==> config.mk <==
export PLATFORM = sky130hd
export DESIGN_NAME = led_strip_pattern_engine
export DESIGN_NICKNAME = d
export VERILOG_FILES = /design/src/rtl/core/lspe_pkg.sv /design/src/rtl/core/lspe_divider.sv /design/src/rtl/core/lspe_datapath.sv /design/src/rtl/core/lspe_ctrl.sv /design/src/rtl/core/led_strip_pattern_engine.sv
export SDC_FILE = /design/constraint.sdc
export NUM_CORES = 2
export LEC_CHECK = 0
export BUFFER_PORTS_ARGS = -buffer_cell sky130_fd_sc_hd__buf_4
export CAP_MARGIN = 5
export CELL_PAD_IN_SITES_DETAIL_PLACEMENT = 1
export CELL_PAD_IN_SITES_GLOBAL_PLACEMENT = 1
export CORE_MARGIN = 4
export CORE_UTILIZATION = 52
export CTS_CLUSTER_SIZE = 25
export DETAILED_ROUTE_END_ITERATION = 16
export PLACE_DENSITY_LB_ADDON = 0.1
export SYNTH_ARGS = -nofsm -noshare
export SYNTH_HDL_FRONTEND = slang
export SYNTH_HIERARCHICAL = 1
export SYNTH_SLANG_ARGS = --single-unit
==> constraint.sdc <==
create_clock -name clk_i -period 9.1 [get_ports clk_i]
set_input_delay 0.455 -clock clk_i [delete_from_list [all_inputs] [get_ports clk_i]]
set_output_delay 0.455 -clock clk_i [all_outputs]
set_load 0.02 [all_outputs]
==> src/rtl/core/lspe_pkg.sv <==
// Package for the LED strip pattern engine.
// Holds pattern mode codes, register indexes and controller/datapath structs.
package lspe_pkg;

  localparam int unsigned CfgIdxW = 3;

  typedef enum logic [2:0] {
    MODE_NONE    = 3'd0,
    MODE_RAINBOW = 3'd1,
    MODE_CHASE   = 3'd2,
    MODE_WIPE    = 3'd3,
    MODE_SCANNER = 3'd4,
    MODE_FADE    = 3'd5,
    MODE_OFF     = 3'd6,
    MODE_STATIC  = 3'd7
  } mode_e;

  localparam logic [CfgIdxW-1:0] REG_MODE     = 3'd0;
  localparam logic [CfgIdxW-1:0] REG_DIR      = 3'd1;
  localparam logic [CfgIdxW-1:0] REG_INTERVAL = 3'd2;
  localparam logic [CfgIdxW-1:0] REG_FIRST    = 3'd3;
  localparam logic [CfgIdxW-1:0] REG_SECOND   = 3'd4;
  localparam logic [CfgIdxW-1:0] REG_FADE     = 3'd5;
  localparam logic [CfgIdxW-1:0] REG_COUNT    = 3'd6;

  // controller -> datapath
  typedef struct packed {
    logic start;      // latch frame parameters, start fade divides
    logic wipe_wr;    // paint wipe pixel
    logic pix_rd;     // read pixel store for current pixel
    logic pix_wr;     // compute and write pixel, present result
    logic advance;    // step index update
  } dp_cmd_t;

  // datapath -> controller
  typedef struct packed {
    logic div_busy;
    logic last_pix;
  } dp_sts_t;

endpackage

==> src/rtl/core/lspe_divider.sv <==
// Restoring divider, one quotient bit per cycle.
// Standalone; used by the datapath for fade blends and rainbow offsets.
module lspe_divider #(
  parameter int unsigned NW = 24,
  parameter int unsigned DW = 16
) (
  input  logic          clk_i,
  input  logic          rst_ni,
  input  logic          start_i,
  input  logic [NW-1:0] num_i,
  input  logic [DW-1:0] den_i,
  output logic          busy_o,
  output logic [NW-1:0] quo_o
);
  localparam int unsigned CW = $clog2(NW + 1);

  logic [CW-1:0] cnt_q;
  logic [NW-1:0] quo_q;
  logic [DW:0]   rem_q;
  logic [DW-1:0] den_q;
  logic [DW:0]   trial;
  logic [DW:0]   shifted;

  assign shifted = {rem_q[DW-1:0], quo_q[NW-1]};
  assign trial   = shifted - {1'b0, den_q};

  always_ff @(posedge clk_i or negedge rst_ni) begin
    if (!rst_ni) begin
      cnt_q <= '0;
    end else if (start_i) begin
      cnt_q <= CW'(NW);
    end else if (cnt_q != '0) begin
      cnt_q <= cnt_q - 1'b1;
    end
  end

  always_ff @(posedge clk_i) begin
    if (start_i) begin
      quo_q <= num_i;
      rem_q <= '0;
      den_q <= den_i;
    end else if (cnt_q != '0) begin
      if (!trial[DW]) begin
        rem_q <= trial;
        quo_q <= {quo_q[NW-2:0], 1'b1};
      end else begin
        rem_q <= shifted;
        quo_q <= {quo_q[NW-2:0], 1'b0};
      end
    end
  end

  assign busy_o = (cnt_q != '0);
  assign quo_o  = quo_q;
endmodule

==> src/rtl/core/lspe_datapath.sv <==
// Datapath: config registers, step index, pixel store and color logic.
// Depends on lspe_pkg and lspe_divider.
module lspe_datapath #(
  parameter int unsigned MAX_PIXELS = 64
) (
  input  logic                    clk_i,
  input  logic                    rst_ni,
  input  logic                    cfg_valid_i,
  input  logic [2:0]              cfg_index_i,
  input  logic [23:0]             cfg_data_i,
  input  logic                    tick_i,
  input  logic [7:0]              elapsed_i,
  output logic                    fire_o,
  input  lspe_pkg::dp_cmd_t       cmd_i,
  output lspe_pkg::dp_sts_t       sts_o,
  output logic [5:0]              pix_index_o,
  output logic [23:0]             pix_color_o,
  output logic                    pix_last_o,
  output logic                    done_o
);
  import lspe_pkg::*;

  localparam int unsigned AW = $clog2(MAX_PIXELS);

  mode_e       mode_q;
  logic        dir_q;
  logic [7:0]  interval_q;
  logic [23:0] first_q, second_q;
  logic [15:0] fade_q;
  logic [6:0]  count_q;
  logic [15:0] step_q, tsu_q;
  logic [16:0] tsu_sum;

  always_ff @(posedge clk_i or negedge rst_ni) begin
    if (!rst_ni) begin
      mode_q <= MODE_NONE; dir_q <= 1'b0; interval_q <= '0;
      first_q <= '0; second_q <= '0; fade_q <= 16'd1; count_q <= 7'd24;
    end else if (cfg_valid_i) begin
      case (cfg_index_i)
        REG_MODE:     mode_q     <= mode_e'(cfg_data_i[2:0]);
        REG_DIR:      dir_q      <= cfg_data_i[0];
        REG_INTERVAL: interval_q <= cfg_data_i[7:0];
        REG_FIRST:    first_q    <= cfg_data_i;
        REG_SECOND:   second_q   <= cfg_data_i;
        REG_FADE:     fade_q     <= cfg_data_i[15:0];
        REG_COUNT:    count_q    <= cfg_data_i[6:0];
        default: ;
      endcase
    end
  end

  assign tsu_sum = {1'b0, tsu_q} + {9'd0, elapsed_i};
  logic [15:0] tsu_sat;
  assign tsu_sat = tsu_sum[16] ? 16'hFFFF : tsu_sum[15:0];
  logic exceed;
  assign exceed = tsu_sat > {8'd0, interval_q};
  assign fire_o = tick_i && exceed && (mode_q != MODE_NONE);

  always_ff @(posedge clk_i or negedge rst_ni) begin
    if (!rst_ni) tsu_q <= '0;
    else if (tick_i) tsu_q <= exceed ? 16'd0 : tsu_sat;
  end

  // frame parameters
  logic [6:0]  n_c;
  logic [16:0] s_c;
  assign n_c = (count_q < 7'd2) ? 7'd2 :
               (count_q > 7'(MAX_PIXELS)) ? 7'(MAX_PIXELS) : count_q;
  always_comb begin
    case (mode_q)
      MODE_RAINBOW: s_c = 17'd255;
      MODE_SCANNER: s_c = {9'd0, n_c, 1'b0} - 17'd2;
      MODE_FADE:    s_c = (fade_q == '0) ? 17'd1 : {1'b0, fade_q};
      default:      s_c = {10'd0, n_c};
    endcase
  end

  logic wipe_hit;
  assign wipe_hit = cmd_i.wipe_wr && ({1'b0, step_q} < {10'd0, n_c});

  // step index mod 3 by reciprocal multiply
  logic [32:0] m3_prod;
  logic [15:0] m3_quo;
  logic [17:0] m3_rem;
  assign m3_prod = {17'd0, step_q} * 33'd43691;
  assign m3_quo  = m3_prod[32:17];
  assign m3_rem  = {2'd0, step_q} - ({1'b0, m3_quo, 1'b0} + {2'd0, m3_quo});

  logic [6:0]  n_q;
  logic [16:0] s_q;
  logic [15:0] w_q;
  logic [1:0]  ch_q;          // fade channel being divided
  logic        fade_run_q;
  logic [23:0] fade_col_q;
  logic [5:0]  pix_q;
  logic [1:0]  mod3_q;        // (pix + idx) % 3
  logic [23:0] rd_q;
  logic [23:0] color_c;

  logic [23:0] store [MAX_PIXELS];
  logic [MAX_PIXELS-1:0] vld_q;  // pixel written since reset

  // shared divider: fade channels in fade mode, rainbow offsets per pixel in rainbow mode
  logic        div_start, div_busy;
  logic [23:0] div_num, div_quo;
  logic [15:0] div_den;
  lspe_divider #(.NW(24), .DW(16)) u_div (
    .clk_i, .rst_ni, .start_i(div_start), .num_i(div_num), .den_i(div_den),
    .busy_o(div_busy), .quo_o(div_quo)
  );

  logic [7:0] ca, cb;
  always_comb begin
    case (ch_q)
      2'd0:    begin ca = first_q[23:16]; cb = second_q[23:16]; end
      2'd1:    begin ca = first_q[15:8];  cb = second_q[15:8];  end
      default: begin ca = first_q[7:0];   cb = second_q[7:0];   end
    endcase
  end
  logic [15:0] sw;
  logic [23:0] blend_num;
  logic [23:0] pa, pb;
  assign sw = s_q[15:0] - w_q;
  assign pa = {16'd0, ca} * {8'd0, sw};
  assign pb = {16'd0, cb} * {8'd0, w_q};
  assign blend_num = pa + pb;

  logic fade_issue_q;

  always_comb begin
    div_start = 1'b0; div_num = blend_num; div_den = s_q[15:0];
    if (fade_run_q && !div_busy && !fade_issue_q) begin
      div_start = 1'b1;
    end else if (cmd_i.pix_rd && mode_q == MODE_RAINBOW) begin
      div_start = 1'b1;
      div_num   = {10'd0, pix_q, 8'd0};
      div_den   = {9'd0, n_q};
    end
  end

  logic [15:0] w_c;
  assign w_c = ({1'b0, step_q} > s_c) ? s_c[15:0] : step_q;

  always_ff @(posedge clk_i or negedge rst_ni) begin
    if (!rst_ni) begin
      fade_run_q <= 1'b0; fade_issue_q <= 1'b0;
    end else if (cmd_i.start) begin
      fade_run_q <= (mode_q == MODE_FADE); fade_issue_q <= 1'b0;
    end else if (fade_run_q) begin
      if (!div_busy && !fade_issue_q) fade_issue_q <= 1'b1;
      else if (!div_busy && fade_issue_q) begin
        fade_issue_q <= 1'b0;
        if (ch_q == 2'd2) fade_run_q <= 1'b0;
      end
    end
  end

  always_ff @(posedge clk_i or negedge rst_ni) begin
    if (!rst_ni) begin
      vld_q <= '0;
    end else begin
      if (wipe_hit) vld_q[step_q[AW-1:0]] <= 1'b1;
      if (cmd_i.pix_wr) vld_q[pix_q[AW-1:0]] <= 1'b1;
    end
  end

  always_ff @(posedge clk_i) begin
    if (cmd_i.start) begin
      n_q <= n_c; s_q <= s_c; w_q <= w_c; ch_q <= 2'd0;
      pix_q <= '0; mod3_q <= m3_rem[1:0];
    end else if (fade_run_q && !div_busy && fade_issue_q) begin
      case (ch_q)
        2'd0:    fade_col_q[23:16] <= div_quo[7:0];
        2'd1:    fade_col_q[15:8]  <= div_quo[7:0];
        default: fade_col_q[7:0]   <= div_quo[7:0];
      endcase
      ch_q <= ch_q + 2'd1;
    end
    if (cmd_i.pix_rd) rd_q <= vld_q[pix_q[AW-1:0]] ? store[pix_q[AW-1:0]] : '0;
    if (wipe_hit)
      store[step_q[AW-1:0]] <= first_q;
    if (cmd_i.pix_wr) begin
      store[pix_q[AW-1:0]] <= color_c;
      pix_index_o <= pix_q;
      pix_color_o <= color_c;
      pix_last_o  <= ({1'b0, pix_q} == n_q - 7'd1);
      pix_q  <= pix_q + 6'd1;
      mod3_q <= (mod3_q == 2'd2) ? 2'd0 : mod3_q + 2'd1;
    end
  end

  // wheel color
  logic [7:0]  pos, p, pr;
  logic [9:0]  p3;
  logic [23:0] wheel;
  assign pos = div_quo[7:0] + step_q[7:0];
  assign p   = 8'd255 - pos;
  always_comb begin
    if (p < 8'd85) pr = p;
    else if (p < 8'd170) pr = p - 8'd85;
    else pr = p - 8'd170;
    p3 = {2'd0, pr} * 10'd3;
    if (p < 8'd85) wheel = {8'd255 - p3[7:0], 8'd0, p3[7:0]};
    else if (p < 8'd170) wheel = {8'd0, p3[7:0], 8'd255 - p3[7:0]};
    else wheel = {p3[7:0], 8'd255 - p3[7:0], 8'd0};
  end

  logic        hit;
  logic [16:0] mirror;
  assign mirror = s_q - {1'b0, step_q};
  assign hit = ({11'd0, pix_q} == {1'b0, step_q}) ||
               (!mirror[16] && mirror == {11'd0, pix_q});
  always_comb begin
    case (mode_q)
      MODE_RAINBOW: color_c = wheel;
      MODE_CHASE:   color_c = (mod3_q == 2'd0) ? first_q : second_q;
      MODE_SCANNER: color_c = hit ? first_q : {1'b0, rd_q[23:17], 1'b0, rd_q[15:9],
                                               1'b0, rd_q[7:1]};
      MODE_FADE:    color_c = fade_col_q;
      MODE_OFF:     color_c = '0;
      MODE_STATIC:  color_c = first_q;
      default:      color_c = rd_q;
    endcase
  end

  // step advance; the wrap flag is known at frame start
  logic [16:0] inc;
  assign inc = {1'b0, step_q} + 17'd1;
  always_ff @(posedge clk_i or negedge rst_ni) begin
    if (!rst_ni) begin
      step_q <= '0; done_o <= 1'b0;
    end else if (cmd_i.start) begin
      if (!dir_q) done_o <= (inc >= s_c);
      else done_o <= (step_q == '0) || ({1'b0, step_q} >= s_c);
    end else if (cmd_i.advance) begin
      if (!dir_q) begin
        if (inc >= s_q) step_q <= '0;
        else step_q <= inc[15:0];
      end else begin
        if (step_q == '0 || {1'b0, step_q} >= s_q) step_q <= 16'(s_q - 17'd1);
        else step_q <= step_q - 16'd1;
      end
    end
  end

  assign sts_o.div_busy = div_busy || fade_run_q;
  assign sts_o.last_pix = ({1'b0, pix_q} == n_q - 7'd1);
endmodule

==> src/rtl/core/lspe_ctrl.sv <==
// Controller: sequences one frame per update through the datapath.
// Depends on lspe_pkg.
module lspe_ctrl (
  input  logic              clk_i,
  input  logic              rst_ni,
  input  logic              fire_i,
  input  lspe_pkg::dp_sts_t sts_i,
  input  logic              out_ready_i,
  output lspe_pkg::dp_cmd_t cmd_o,
  output logic              idle_o,
  output logic              out_valid_o
);
  import lspe_pkg::*;

  typedef enum logic [2:0] {
    ST_IDLE, ST_PREP, ST_READ, ST_WAIT, ST_WRITE, ST_SEND, ST_ADV
  } state_e;

  state_e state_q;
  logic   last_q;

  always_comb begin
    cmd_o         = '0;
    cmd_o.start   = (state_q == ST_IDLE) && fire_i;
    cmd_o.wipe_wr = cmd_o.start;
    cmd_o.pix_rd  = (state_q == ST_READ);
    cmd_o.pix_wr  = (state_q == ST_WRITE);
    cmd_o.advance = (state_q == ST_ADV);
  end

  always_ff @(posedge clk_i or negedge rst_ni) begin
    if (!rst_ni) begin
      state_q <= ST_IDLE; out_valid_o <= 1'b0; last_q <= 1'b0;
    end else begin
      case (state_q)
        ST_IDLE:  if (fire_i) state_q <= ST_PREP;
        ST_PREP:  if (!sts_i.div_busy) state_q <= ST_READ;
        ST_READ:  state_q <= ST_WAIT;
        ST_WAIT:  if (!sts_i.div_busy) state_q <= ST_WRITE;
        ST_WRITE: begin
          last_q <= sts_i.last_pix;
          state_q <= sts_i.last_pix ? ST_ADV : ST_SEND;
          out_valid_o <= !sts_i.last_pix;
        end
        ST_ADV: begin
          state_q <= ST_SEND; out_valid_o <= 1'b1;
        end
        ST_SEND: if (out_ready_i) begin
          out_valid_o <= 1'b0;
          state_q <= last_q ? ST_IDLE : ST_READ;
        end
        default: state_q <= ST_IDLE;
      endcase
    end
  end

  assign idle_o = (state_q == ST_IDLE);
endmodule

==> src/rtl/core/led_strip_pattern_engine.sv <==
// LED strip pattern engine top level.
// Channels: s_axis (elapsed_ms ticks), cfg write port, m_axis (pixel items).
// A tick whose accumulated time exceeds update_interval starts a frame unless
// the mode is none; the block then emits pixel_count items, clamped to
// 2..MAX_PIXELS (pixel 0 first, tlast on the last). Before the first pixel
// item the controller passes its prep, read, wait and write states; each
// pixel goes through read, wait, write and send, the last one through advance
// before send. Rainbow holds the wait state while the shared serial divider
// computes each pixel's offset; fade runs three channel divides on it in the
// prep state before the first pixel. A tick that starts no frame is simply
// taken. Ticks are not accepted while a frame is being emitted.
// Reset clears registers to their defaults, the step index, time
// accumulator, and marks every pixel of the store unwritten so it reads black.
// A stalled receiver holds the current pixel item; the frame waits with it.
module led_strip_pattern_engine #(
  parameter int unsigned MAX_PIXELS = 64
) (
  input  logic        clk_i,
  input  logic        rst_ni,
  input  logic        s_axis_tvalid,
  output logic        s_axis_tready,
  input  logic [7:0]  s_axis_tdata,   // elapsed_ms
  input  logic        cfg_valid_i,
  output logic        cfg_ready_o,
  input  logic [2:0]  cfg_index_i,
  input  logic [23:0] cfg_data_i,
  output logic        m_axis_tvalid,
  input  logic        m_axis_tready,
  output logic [31:0] m_axis_tdata,   // pixel_index[5:0], pixel_color[29:6], pad
  output logic        m_axis_tlast,   // frame_last
  output logic        m_axis_tuser    // cycle_done
);
  import lspe_pkg::*;

  dp_cmd_t     cmd;
  dp_sts_t     sts;
  logic        fire, idle;
  logic [5:0]  pix_idx;
  logic [23:0] pix_col;

  assign s_axis_tready = idle;
  assign cfg_ready_o   = 1'b1;

  lspe_datapath #(.MAX_PIXELS(MAX_PIXELS)) u_dp (
    .clk_i, .rst_ni,
    .cfg_valid_i, .cfg_index_i, .cfg_data_i,
    .tick_i(s_axis_tvalid && idle), .elapsed_i(s_axis_tdata),
    .fire_o(fire), .cmd_i(cmd), .sts_o(sts),
    .pix_index_o(pix_idx), .pix_color_o(pix_col),
    .pix_last_o(m_axis_tlast), .done_o(m_axis_tuser)
  );

  lspe_ctrl u_ctrl (
    .clk_i, .rst_ni, .fire_i(fire), .sts_i(sts),
    .out_ready_i(m_axis_tready), .cmd_o(cmd), .idle_o(idle),
    .out_valid_o(m_axis_tvalid)
  );

  assign m_axis_tdata = {2'b00, pix_col, pix_idx};
endmodule

==> run metrics <==
largest net degree at the start of global routing around 130; DRT antenna net count 0; crit path DAT approximately 9.3 ns; Post-CTS Repair Setup Buffers 0; Ys Warns 6; Seq pwr share 0.179; synthesized cell area 111000 um2; Fillers roughly 22000; row count around 170; Lkg Pwr 43.9 nW; most frequent CP cell fa_1; clock group share of total power 0.137; antenna violations before repair 23; CTS buffer count a little over 200; sw frac 0.489; dominant cell type by area after synthesis edfxtp_1; All-Layer GR Usage 0.424; WL/cell 37.1 um; GRT Residual Overflow 0; Die Width 470 um; Syn-to-layout area delta 9.29%; share of layout cells above drive strength 1 0.113; status complete, no violations; sequential cell area fraction in the yosys report 0.507; Worst Skew approximately 0.067 ns; Psw roughly 0.029 W; DIE AREA ~220000 um2; Reg clk slew, reported paths around 0.06 ns; multi-input logic area ~49000 um2; I/O Buffers 73; slowest stage delay, CP around 0.55 ns; Combinational Power Share 0.685; Mean Syn Cell Area 10.6 um2; I/O pin cnt between 70 and 80; GP Congestion approximately 0.95; worst-margin pin slew 1.42 ns; core area ~210000 um2; post-synthesis sequential element count ~1900; worst-path fanout max 7; Slew Limit Headroom 0.0432; first drt pass iteration count 6; FFs w/ async S/R, synth 0.100; VDD IR-drop max around 2.2 mV; number of distinct library cells after synthesis 98; Post-DP HPWL around 300000 um; Register Area approximately 56000 um2; final net count 10561; RSZ-0062 raised after global routing false; Final Hold Fails 0; startpoint types flip-flop; Root Buffer clkbuf_16; Cell Int Power between 0.03 and 0.04 W; Die Span Y approximately 470 um; Tcrit/Tclk final 0.955; Final setup viols 0; max-cap viol count 0; CTS sink cnt approximately 1900; Vias about 95000; worst skew pair latency 0.90 ns; Slowest-stage cell, CP fa_1; TritonCTS clock tree built; CP endpoint kind flip-flop; setup_tns 0 ns; deepest clock path buffer count 3; Post-synth EDFFs between 1500 and 2000; initial core utilization 0.523; setup slack, reg-to-reg 0.41 ns; via density per instance 7.34; WS Path Type reg -> reg; Power Density a little under 500 nW/um2; vias in the first global route ~97000; Main synth FF type edfxtp_1; Total Wirelength 480000 um; Total Power 0.0598 W; post-layout min period ~8.7 ns; largest cells by area after synthesis edfxtp_1, o211ai_1, nand2_1; drt initial violations ~14000; post-synth top area share 0.460; first-pass GRT wire length ~690000 um; Fmax achieved 115 MHz; required time of the critical path between 9 and 10 ns; Hold Path Class in -> reg; Cells after Synth 10469; H-tree levels 4; drt drc 0; Max Slew Vio Count 0
==> placed cells by master, fill, tap and decap left out, types with 27 or more instances in the layout <==
cell          n
edfxtp_1   1703
mux2i_1      39
a22oi_1     597
inv_1       511
nand2b_1     37
xor2_1       40
xnor2_1     116
nor4_1       46
a22o_1      127
clkinv_1     49
nor3_1       48
and2_1       48
a41oi_1      84
o22ai_1     200
a21oi_1     272
o21a_1       30
buf_4       395
fa_1        265
nand4_1      41
nor2_1      282
dfrtp_1     166
o21ai_0     172
o211ai_1   1366
nand2_1    1668
o21ai_2      30
a21o_1       36
a31oi_1     173
a221oi_1    107
mux2_2      112
clkbuf_16   206
nand3_1      63
clkinv_2     33
nand3_2      27
nor2b_1      37
or2_2        43
clkbuf_1     59
a211oi_1     33
ha_1        314
nand2_2      41
==> power by group through the flow <==
stage	registers [W]	clock network, W	logic [W]
2_1_floorplan	0.0107	0	0.0294
3_3_place_gp	0.0108	0	0.0390
3_5_place_dp	0.0108	0	0.0400
4_1_cts	0.0107	0.00822	0.0406
5_1_grt	0.0107	0.00859	0.0447
6_report	0.0107	0.00819	0.0409
==> worst max-delay path, delay by kind of cell (launching register included) <==
family | cells | cell delay, ns
adders and majority gates | 9 | 3.85
AOI/OAI and AO/OA | 8 | 2.37
and+or+nand+nor | 5 | 0.65
xor gates and xnor gates | 2 | 0.49
DFF | 1 | 0.46
buffers and inverters | 4 | 0.31
muxes | 1 | 0.30
==> registers in the layout, indices dropped and copies added (netlist names), 3 cells and up <==
register	flops
u_dp/fade_q	16
u_dp/mode_q	3
u_dp/store	1536
u_dp/u_div/quo_o	24
u_dp/u_div/den_q	16
u_dp/u_div/rem_q	16
u_dp/interval_q	8
u_dp/u_div/cnt_q	5
u_dp/tsu_q	16
u_dp/pix_q	6
u_dp/step_q	16
u_dp/fade_col_q	24
u_dp/n_q	7
u_ctrl/state_q	3
u_dp/second_q	24
u_dp/rd_q	24
u_dp/vld_q	64
u_dp/s_q	17
u_dp/w_q	16
u_dp/pix_color_o	24
u_dp/count_q	7
u_dp/first_q	24
u_dp/pix_index_o	6
==> layout make-up <==
type                    count  area share
well taps                2821      0.0291
multi-input cells        6859       0.408
clock buffers             280      0.0460
repair buffers            446      0.0306
inverters                 517      0.0160
flip-flops and latches   1913       0.464
clock inverters           102     0.00652
diodes                     14    0.000288
==> per-stage QoR <==
stage          instance area [um2]   util  cells  hold slack, ns  worst slack (ns)
4_1_cts                     121000  0.572  12938          0.0463             0.260
5_1_grt                     121000  0.572  12939          0.0974           0.00331
2_1_floorplan               111000      -  10470           0.159              1.19
3_5_place_dp                115000  0.540  12530           0.458             0.338
3_3_place_gp                115000  0.540  12530           0.452             0.249
6_report                    121000  0.572  12952          0.0851             0.405
==> Yosys cell counts (112+ instances only) <==
cell type  instances
a21oi_1          274
o21ai_0          221
ha_1             314
nand2_1         1708
xnor2_1          118
dfrtp_1          189
clkbuf_1         878
nor2_1           292
a22oi_1          597
fa_1             265
buf_2            130
inv_1            514
mux2_2           112
edfxtp_1        1703
a22o_1           127
a31oi_1          173
buf_1            146
o211ai_1        1366
o22ai_1          200
==> layer usage <==
layer	global-route usage	up-vias	share of wire
met5	0.00649	-	0.00082
met4	0.251	12	0.070
met3	0.129	1486	0.13
met2	0.633	6638	0.43
met1	0.547	48629	0.37
li1	-	38355	-
==> cell families (layout without fill, tap and decap cells) <==
kind of cell / Yosys count / after routing / share of synthesized area
mux: 152 / 152 / 0.0150
xor+xnor: 161 / 161 / 0.0128
other cells: 4 / 19 / 0.000135
compound gates: 3439 / 3439 / 0.226
fa+ha+maj: 579 / 579 / 0.0831
buf+inv: 1698 / 1345 / 0.0603
simple gates: 2523 / 2523 / 0.0963
flops: 1913 / 1913 / 0.507
==> worst paths after layout <==
check | end | cells past startpoint | startpoint
setup / recovery | u_dp/u_div/quo_o[22] | 29 | u_dp/s_q[0]
hold / removal | u_dp/mode_q[2] | 3 | cfg_index_i[0]
setup reg to reg | u_dp/u_div/quo_o[22] | 29 | u_dp/s_q[0]
hold reg to reg | u_dp/u_div/rem_q[14] | 2 | u_dp/u_div/rem_q[13]
max in group asynchronous | u_dp/vld_q[44] | 4 | rst_ni
min in group asynchronous | u_ctrl/out_valid_o | 2 | rst_ni
==> repair_timing <==
item                                    CTS  global route
hold endpoints to repair                158             0
gates resized for setup                   0             7
endpoints found under the setup margin    0             4
hold buffers                             26             0
No activity file was read; power rests on OpenSTA's default activity.
